<file path="config.mk">
export PLATFORM = sky130hd
export DESIGN_NAME = nes_pad_scanner_flat
export DESIGN_NICKNAME = d
export VERILOG_FILES = /design/src/rtl/nps_pkg.sv /design/src/rtl/nps_in_if.sv /design/src/rtl/nps_out_if.sv /design/src/rtl/nes_pad_scanner.sv /design/src/flat_wrapper.sv
export SDC_FILE = /design/constraint.sdc
export NUM_CORES = 1
export LEC_CHECK = 0
export BUFFER_PORTS_ARGS = -buffer_cell sky130_fd_sc_hd__buf_2
export CAP_MARGIN = 10
export CELL_PAD_IN_SITES_DETAIL_PLACEMENT = 0
export CELL_PAD_IN_SITES_GLOBAL_PLACEMENT = 1
export CORE_UTILIZATION = 50
export CTS_CLUSTER_DIAMETER = 120
export DETAILED_ROUTE_END_ITERATION = 12
export PLACE_DENSITY_LB_ADDON = 0.1
export SLEW_MARGIN = 20
export SYNTH_ARGS = -nofsm -noshare
export SYNTH_HDL_FRONTEND = slang
export SYNTH_SLANG_ARGS = --single-unit
</file>
<file path="constraint.sdc">
create_clock -name clk_i -period 2.9 [get_ports clk_i]
set_input_delay 0 -clock clk_i [delete_from_list [all_inputs] [get_ports clk_i]]
set_output_delay 0 -clock clk_i [all_outputs]
set_load 0.05 [all_outputs]
</file>
<file path="src/rtl/nps_pkg.sv">
package nps_pkg;

  localparam int unsigned NumPadsDefault = 4;
  localparam int unsigned PadSlots       = 4;
  localparam logic [4:0]  PhaseLast      = 5'(24 - 1);
  localparam logic [2:0]  TopBit         = 3'd7;

  typedef enum logic [1:0] {
    ActStart = 2'd0,
    ActTick  = 2'd1,
    ActQuery = 2'd2,
    ActNop   = 2'd3
  } action_e;

  typedef enum logic [1:0] {
    GrpClockHigh = 2'd0,
    GrpClockLow  = 2'd1,
    GrpSample    = 2'd2
  } phase_grp_e;

  typedef struct packed {
    logic       latch_pin;
    logic       clock_pin;
    logic [1:0] mux_select;
    logic       scan_busy;
    logic       byte_done;
    logic [1:0] status_pad;
    logic [7:0] pressed_mask;
    logic       pad_connected;
    logic [3:0] last_button;
  } result_t;

  // Position of a phase inside its clock-high, clock-low, sample group.
  function automatic phase_grp_e phase_group(input logic [4:0] phase);
    phase_grp_e grp;
    case (phase) inside
      5'd0, 5'd3, 5'd6, 5'd9, 5'd12, 5'd15, 5'd18, 5'd21, 5'd24, 5'd27, 5'd30:
        grp = GrpClockHigh;
      5'd1, 5'd4, 5'd7, 5'd10, 5'd13, 5'd16, 5'd19, 5'd22, 5'd25, 5'd28, 5'd31:
        grp = GrpClockLow;
      default:
        grp = GrpSample;
    endcase
    return grp;
  endfunction

  // Button code of the highest-priority set bit: bit 0 (Right) wins.
  function automatic logic [3:0] button_code(input logic [7:0] fresh);
    logic [3:0] code;
    code = 4'd0;
    for (int b = 7; b >= 0; b--) begin
      if (fresh[b]) begin
        code = 4'(8 - b);
      end
    end
    return code;
  endfunction

endpackage

</file>
<file path="src/rtl/nps_in_if.sv">
interface nps_in_if;
  logic       valid;
  logic       ready;
  logic [1:0] action;
  logic       serial_in;
  logic [1:0] query_pad;
  logic       clear_last;

  modport source (output valid, action, serial_in, query_pad, clear_last, input ready);
  modport sink   (input valid, action, serial_in, query_pad, clear_last, output ready);
endinterface

</file>
<file path="src/rtl/nps_out_if.sv">
interface nps_out_if;
  logic       valid;
  logic       ready;
  logic       latch_pin;
  logic       clock_pin;
  logic [1:0] mux_select;
  logic       scan_busy;
  logic       byte_done;
  logic [1:0] status_pad;
  logic [7:0] pressed_mask;
  logic       pad_connected;
  logic [3:0] last_button;

  modport source (output valid, latch_pin, clock_pin, mux_select, scan_busy, byte_done,
                  status_pad, pressed_mask, pad_connected, last_button, input ready);
  modport sink   (input valid, latch_pin, clock_pin, mux_select, scan_busy, byte_done,
                  status_pad, pressed_mask, pad_connected, last_button, output ready);
endinterface

</file>
<file path="src/rtl/nes_pad_scanner.sv">
// The result word of an accepted input word is registered and shows in the next cycle.
// Throughput: one word per cycle; the result register frees as soon as it is
// taken, so input ready drops only while a result sits unconsumed.
// Reset (rst_ni low, asynchronous): scan idle at phase 0, pad 0 selected,
// latch and clock low, all pads disconnected with no buttons recorded.
module nes_pad_scanner
  import nps_pkg::*;
#(
  parameter int unsigned NUM_PADS = NumPadsDefault
) (
  input  logic         clk_i,
  input  logic         rst_ni,
  nps_in_if.sink       in_i,
  nps_out_if.source    out_o
);

  // Select code at which the pad index wraps back to zero.
  localparam logic [1:0] LastPad = 2'(NUM_PADS - 1);

  // Scan sequencer state.
  logic [4:0] phase_q, phase_d;
  logic [2:0] bit_idx_q, bit_idx_d;
  logic [7:0] shift_q, shift_d;
  logic       running_q, running_d;
  logic [1:0] cur_pad_q, cur_pad_d;
  logic       latch_q, latch_d;
  logic       clock_q, clock_d;

  // Per-pad status file.
  logic [7:0] pressed_q [PadSlots];
  logic [7:0] pressed_d [PadSlots];
  logic       online_q  [PadSlots];
  logic       online_d  [PadSlots];
  logic [3:0] last_q    [PadSlots];
  logic [3:0] last_d    [PadSlots];

  // Result register.
  logic    out_valid_q;
  result_t out_q, out_d;

  logic       accept;
  action_e    act;
  logic [7:0] shift_nx;
  logic [7:0] now_mask;
  logic [7:0] fresh;
  logic       done;

  // Take a new word whenever the result register is empty or being drained.
  assign in_i.ready = !out_valid_q || out_o.ready;
  assign accept     = in_i.valid && in_i.ready;
  assign act        = action_e'(in_i.action);

  // Sampled byte including this tick's bit, MSB first.
  always_comb begin
    shift_nx = shift_q;
    shift_nx[TopBit - bit_idx_q] = shift_q[TopBit - bit_idx_q] | in_i.serial_in;
  end

  // Active-low pad byte turned into a pressed mask, and the newly pressed buttons.
  assign now_mask = ~shift_nx;
  assign fresh    = now_mask & ~pressed_q[cur_pad_q];

  always_comb begin
    phase_d   = phase_q;
    bit_idx_d = bit_idx_q;
    shift_d   = shift_q;
    running_d = running_q;
    cur_pad_d = cur_pad_q;
    latch_d   = latch_q;
    clock_d   = clock_q;
    pressed_d = pressed_q;
    online_d  = online_q;
    last_d    = last_q;
    done      = 1'b0;

    out_d               = '0;

    if (accept) begin
      case (act)
        ActStart: begin
          // Advance the pad index; a sequence already running keeps going.
          cur_pad_d = (cur_pad_q >= LastPad) ? 2'd0 : cur_pad_q + 2'd1;
          running_d = 1'b1;
        end
        ActTick: begin
          if (running_q) begin
            if (phase_q == 5'd0) begin
              latch_d = 1'b1;
            end else if (phase_q == 5'd1) begin
              latch_d = 1'b0;
            end else begin
              case (phase_group(phase_q))
                GrpClockHigh: clock_d = 1'b1;
                GrpClockLow:  clock_d = 1'b0;
                default: begin
                  shift_d   = shift_nx;
                  bit_idx_d = bit_idx_q + 3'd1;
                end
              endcase
            end
            phase_d = phase_q + 5'd1;

            // Last phase: hand the byte to the selected pad and rearm.
            if (phase_q == PhaseLast) begin
              running_d = 1'b0;
              phase_d   = '0;
              bit_idx_d = '0;
              shift_d   = '0;
              done      = 1'b1;
              if (shift_nx == 8'd0) begin
                // Silent line: drop the pad only if it was up.
                if (online_q[cur_pad_q]) begin
                  pressed_d[cur_pad_q] = '0;
                  online_d[cur_pad_q]  = 1'b0;
                end
              end else begin
                if (fresh != 8'd0) begin
                  last_d[cur_pad_q] = button_code(fresh);
                end
                pressed_d[cur_pad_q] = now_mask;
                online_d[cur_pad_q]  = 1'b1;
              end
            end
          end
        end
        ActQuery: begin
          out_d.status_pad    = in_i.query_pad;
          out_d.pressed_mask  = pressed_q[in_i.query_pad];
          out_d.pad_connected = online_q[in_i.query_pad];
          out_d.last_button   = last_q[in_i.query_pad];
          if (in_i.clear_last) begin
            last_d[in_i.query_pad] = '0;
          end
        end
        default: begin
        end
      endcase
    end

    out_d.latch_pin  = latch_d;
    out_d.clock_pin  = clock_d;
    out_d.mux_select = cur_pad_d;
    out_d.scan_busy  = running_d;
    out_d.byte_done  = done;
  end

  always_ff @(posedge clk_i or negedge rst_ni) begin
    if (!rst_ni) begin
      phase_q     <= '0;
      bit_idx_q   <= '0;
      shift_q     <= '0;
      running_q   <= 1'b0;
      cur_pad_q   <= '0;
      latch_q     <= 1'b0;
      clock_q     <= 1'b0;
      out_valid_q <= 1'b0;
      for (int i = 0; i < PadSlots; i++) begin
        pressed_q[i] <= '0;
        online_q[i]  <= 1'b0;
        last_q[i]    <= '0;
      end
    end else begin
      phase_q   <= phase_d;
      bit_idx_q <= bit_idx_d;
      shift_q   <= shift_d;
      running_q <= running_d;
      cur_pad_q <= cur_pad_d;
      latch_q   <= latch_d;
      clock_q   <= clock_d;
      pressed_q <= pressed_d;
      online_q  <= online_d;
      last_q    <= last_d;
      // Hold the result until taken; load a new one on every accepted word.
      if (accept) begin
        out_valid_q <= 1'b1;
      end else if (out_o.ready) begin
        out_valid_q <= 1'b0;
      end
    end
  end

  // Result payload: loaded only with an accepted word.
  always_ff @(posedge clk_i) begin
    if (accept) begin
      out_q <= out_d;
    end
  end

  assign out_o.valid         = out_valid_q;
  assign out_o.latch_pin     = out_q.latch_pin;
  assign out_o.clock_pin     = out_q.clock_pin;
  assign out_o.mux_select    = out_q.mux_select;
  assign out_o.scan_busy     = out_q.scan_busy;
  assign out_o.byte_done     = out_q.byte_done;
  assign out_o.status_pad    = out_q.status_pad;
  assign out_o.pressed_mask  = out_q.pressed_mask;
  assign out_o.pad_connected = out_q.pad_connected;
  assign out_o.last_button   = out_q.last_button;

endmodule
</file>
<file path="src/flat_wrapper.sv">
// flat-port wrapper written by rule: the top's interface ports become plain ports
module nes_pad_scanner_flat import nps_pkg::*;
#(
  parameter int unsigned NUM_PADS = NumPadsDefault
)
  (clk_i, rst_ni, in_i_valid, in_i_action, in_i_serial_in, in_i_query_pad, in_i_clear_last, in_i_ready, out_o_valid, out_o_latch_pin, out_o_clock_pin, out_o_mux_select, out_o_scan_busy, out_o_byte_done, out_o_status_pad, out_o_pressed_mask, out_o_pad_connected, out_o_last_button, out_o_ready);
  nps_in_if in_i_i ();
  nps_out_if out_o_i ();
  input  logic clk_i;
  input  logic rst_ni;
  input wire logic [$bits(in_i_i.valid)-1:0] in_i_valid;
  input wire logic [$bits(in_i_i.action)-1:0] in_i_action;
  input wire logic [$bits(in_i_i.serial_in)-1:0] in_i_serial_in;
  input wire logic [$bits(in_i_i.query_pad)-1:0] in_i_query_pad;
  input wire logic [$bits(in_i_i.clear_last)-1:0] in_i_clear_last;
  output wire logic [$bits(in_i_i.ready)-1:0] in_i_ready;
  output wire logic [$bits(out_o_i.valid)-1:0] out_o_valid;
  output wire logic [$bits(out_o_i.latch_pin)-1:0] out_o_latch_pin;
  output wire logic [$bits(out_o_i.clock_pin)-1:0] out_o_clock_pin;
  output wire logic [$bits(out_o_i.mux_select)-1:0] out_o_mux_select;
  output wire logic [$bits(out_o_i.scan_busy)-1:0] out_o_scan_busy;
  output wire logic [$bits(out_o_i.byte_done)-1:0] out_o_byte_done;
  output wire logic [$bits(out_o_i.status_pad)-1:0] out_o_status_pad;
  output wire logic [$bits(out_o_i.pressed_mask)-1:0] out_o_pressed_mask;
  output wire logic [$bits(out_o_i.pad_connected)-1:0] out_o_pad_connected;
  output wire logic [$bits(out_o_i.last_button)-1:0] out_o_last_button;
  input wire logic [$bits(out_o_i.ready)-1:0] out_o_ready;
  assign in_i_i.valid = in_i_valid;
  assign in_i_i.action = in_i_action;
  assign in_i_i.serial_in = in_i_serial_in;
  assign in_i_i.query_pad = in_i_query_pad;
  assign in_i_i.clear_last = in_i_clear_last;
  assign in_i_ready = in_i_i.ready;
  assign out_o_valid = out_o_i.valid;
  assign out_o_latch_pin = out_o_i.latch_pin;
  assign out_o_clock_pin = out_o_i.clock_pin;
  assign out_o_mux_select = out_o_i.mux_select;
  assign out_o_scan_busy = out_o_i.scan_busy;
  assign out_o_byte_done = out_o_i.byte_done;
  assign out_o_status_pad = out_o_i.status_pad;
  assign out_o_pressed_mask = out_o_i.pressed_mask;
  assign out_o_pad_connected = out_o_i.pad_connected;
  assign out_o_last_button = out_o_i.last_button;
  assign out_o_i.ready = out_o_ready;
  nes_pad_scanner #(.NUM_PADS(NUM_PADS)) u_core (.clk_i(clk_i), .rst_ni(rst_ni), .in_i(in_i_i), .out_o(out_o_i));
endmodule
</file>
==> metrics.cfg <==
[status]
status = complete, no violations

[yosys]
async_reset_ff_frac = 0.7789
ys_warn_count = 0
synth_seq_cells = 95
syn-instance-count = 426
yosysMostFrequentCell = dfrtp_1
syn-mean-instance-area_sq_um = 12.06
synth_area_leaders = dfrtp_1 (36%), edfxtp_1 (12%), mux4_2 (9.6%)
syn_nets = 447
synth_top_area_frac = 0.3605
syn_area_sq_um = 5136
ys_seq_area_frac = 0.4833
yosysTopAreaCell = dfrtp_1
synth_ff_type = dfrtp_1
synthTopCellsByCount = dfrtp_1 (74), a22o_1 (42), mux4_2 (22)
synth_edf_count = 21
ys_types = 67

[die]
die_x_um = 103.4
start_util = 0.5207
chipHeight_um = 103.4
core_sq_um = 9864
dieArea_sq_um = 10680
pin_count = 33
rows = 36

[global_routing]
antenna_found_initial = 0
grt_pass1_vias = 3490
grt_max_degree = 75
grt_overflow_total = 0
track_usage = 0.2456
grt_pass1_wl_um = 19220

[finish]
instances_no_fill = 599
nFillCells = 812
n_antenna_cell = 0
area_growth_pct = 10.30
seq_area_sq_um = 2482
multiInputGateArea_sq_um = 2449
nets = 482
drive_above_1_share = 0.2361

[min_path]
min_path_type = input port to flip-flop
hp-start = in_i_action[0]

[critical_path]
path_cells = nor2b_1 > a221oi_1 > a32o_2 > a21oi_1 > a22oi_4 > a22o_1
r2r-start = u_core.bit_idx_q[0]
arrival_ps = 3020
crit_type = flip-flop to flip-flop
worst-endpoint-required_ps = 3170
max_stage_delay_ps = 720
end_kind = flip-flop
rr_endpoint = u_core.last_q[7]
cp-startpoint = u_core.bit_idx_q[0]
r2r_slack_ps = 150
slowest_stage = dfrtp_1
cp_max_fo = 18
startpoint_type = flip-flop
r2r.worst_path.cells = 6
critPathCapture = u_core.last_q[7]

[timing]
drv_slew = 0
max_freq_ghz = 0.3631
fin_crit_sh = 0.9496
max_slew_margin = 0.3510
rsz0062_at_grt = false
fin_crit_ps = 2754
hold_viol = 0
tns_ps = 0
worst_pin_slew_ps = 973.5
whs_ps = 23.12
setup_viol = 0
skew_ps = 12.54

[power]
powerDensity_nw_per_um2 = 729.4
p_leak_nw = 2.471
ir_drop_uv = 359.1
report.power.total_mw = 4.133

[clock_network]
cts_root_buf = clkbuf_8
htree_levels = 3
tritoncts = done
cts.sink_count = 95
cts_resized = 0
clk_latency_ps = 370
cts.path.max_buffers = 2
cts_buffers = 9
clk_transition_reported_paths_ps = 90

[placement]
place_congestion = 0.8366
placed_cells = 579
dpl.hpwl_um = 8406
io_buffers = 32

[route]
remaining_drc_errors = 0
wl_per_cell_um = 20.20
firstDrtPassIters = 5
routed_wl_um = 12100
route.antenna.remaining_nets = 0
drt_iter0_drc = 241
drt-vias-per-instance = 6.306
vias = 3777

[run]
cap_viol_max_count = 0

==> cells in the final DEF (no fill, tap or decap), types with 3 or more instances in the layout <==
cell type	synthesis	routed
nand4_1	3	3
nand3_1	8	8
and2_1	9	9
nor2_1	18	18
clkbuf_8	0	11
nor4_1	8	8
a21o_1	7	7
ha_1	11	11
a311o_1	4	4
edfxtp_1	21	21
buf_4	0	18
mux4_2	22	22
nor2b_1	21	21
a22o_1	42	42
nand2_1	14	14
o2bb2ai_1	4	4
a31oi_1	9	9
or3_1	3	3
dfrtp_1	74	74
nand2b_1	6	6
and3_1	3	3
o211ai_1	4	4
nor3_1	21	21
inv_1	14	14
a21oi_1	12	12
dlygate4sd3_1	0	4
buf_2	11	31
o21ai_0	11	11
==> report_power, final <==
part	switching, mW	internal [mW]
registers	0.248	1.54
logic	0.902	0.602
clock network	0.476	0.368
==> timing repair <==
item / CTS / global route
hold buffers: 4 / 0
hold endpoints to repair: 76 / 0
buffers inserted: 0 / 0
setup endpoints to repair: 0 / 0
==> stage by stage <==
step,util,instance area (sq um),setup slack (ps)
finish,0.5743,5665,146.1
global route,0.5743,5665,24.35
CTS,0.5743,5665,139.1
detailed placement,0.5515,5440,160.2
global placement,0.5515,5440,161.6
floorplan,-,5136,509.9
==> routing by layer <==
layer  vias to the layer above  wire, um  track usage
met5                         -         0            0
met2                       141      5525       0.3749
met4                         0       209      0.09642
li1                       1728         -            -
met1                      1892      5719       0.3570
met3                        16       648      0.03360
==> kinds of logic after synthesis <==
family | share of synthesized area
DFF | 0.4833
and+or+nand+nor | 0.1381
muxes | 0.1079
adders and majority gates | 0.02680
AOI/OAI and AO/OA | 0.2039
buffers and inverters | 0.03995
==> worst max-delay path: cells and delay by family, from the launching register on <==
family / cells / cell delay, ps
compound gates: 5 / 1500
flops: 1 / 720
simple gates: 1 / 430
==> worst min path at each step <==
stage	slack (ps)	cells past startpoint	endpoint
after floorplan	-300	0	asynchronous set/reset pin
after global placement	190	1	u_core.phase_q[3]
after detailed placement	210	1	u_core.phase_q[3]
after CTS	20	4	u_core.cur_pad_q[1]
after global routing	80	3	u_core.running_q
final	20	4	u_core.cur_pad_q[1]
==> sequential cells by signal, summed over array words and instances, names as in the netlist, named ones only <==
register,cells
u_core.phase_q,5
u_core.pressed_q,32
u_core.latch_q,1
u_core.clock_q,1
u_core.cur_pad_q,2
u_core.shift_q,8
u_core.out_o.pressed_mask,8
u_core.bit_idx_q,3
u_core.running_q,1
u_core.out_o.last_button,4
u_core.last_q,16
u_core.out_o.byte_done,1
u_core.out_o.clock_pin,1
u_core.out_o.latch_pin,1
u_core.out_o.pad_connected,1
u_core.out_o.status_pad,2
u_core.out_o.mux_select,2
u_core.out_o.valid,1
u_core.out_o.scan_busy,1
==> layout make-up <==
cell class | count | area share
flip-flops and latches | 95 | 0.4382
multi-input cells | 288 | 0.4322
repair buffers | 53 | 0.05830
well taps | 133 | 0.02937
clock buffers | 13 | 0.02805
inverters | 14 | 0.009276
clock inverters | 3 | 0.004638
Note: power is estimated with default switching activity, not from simulation.
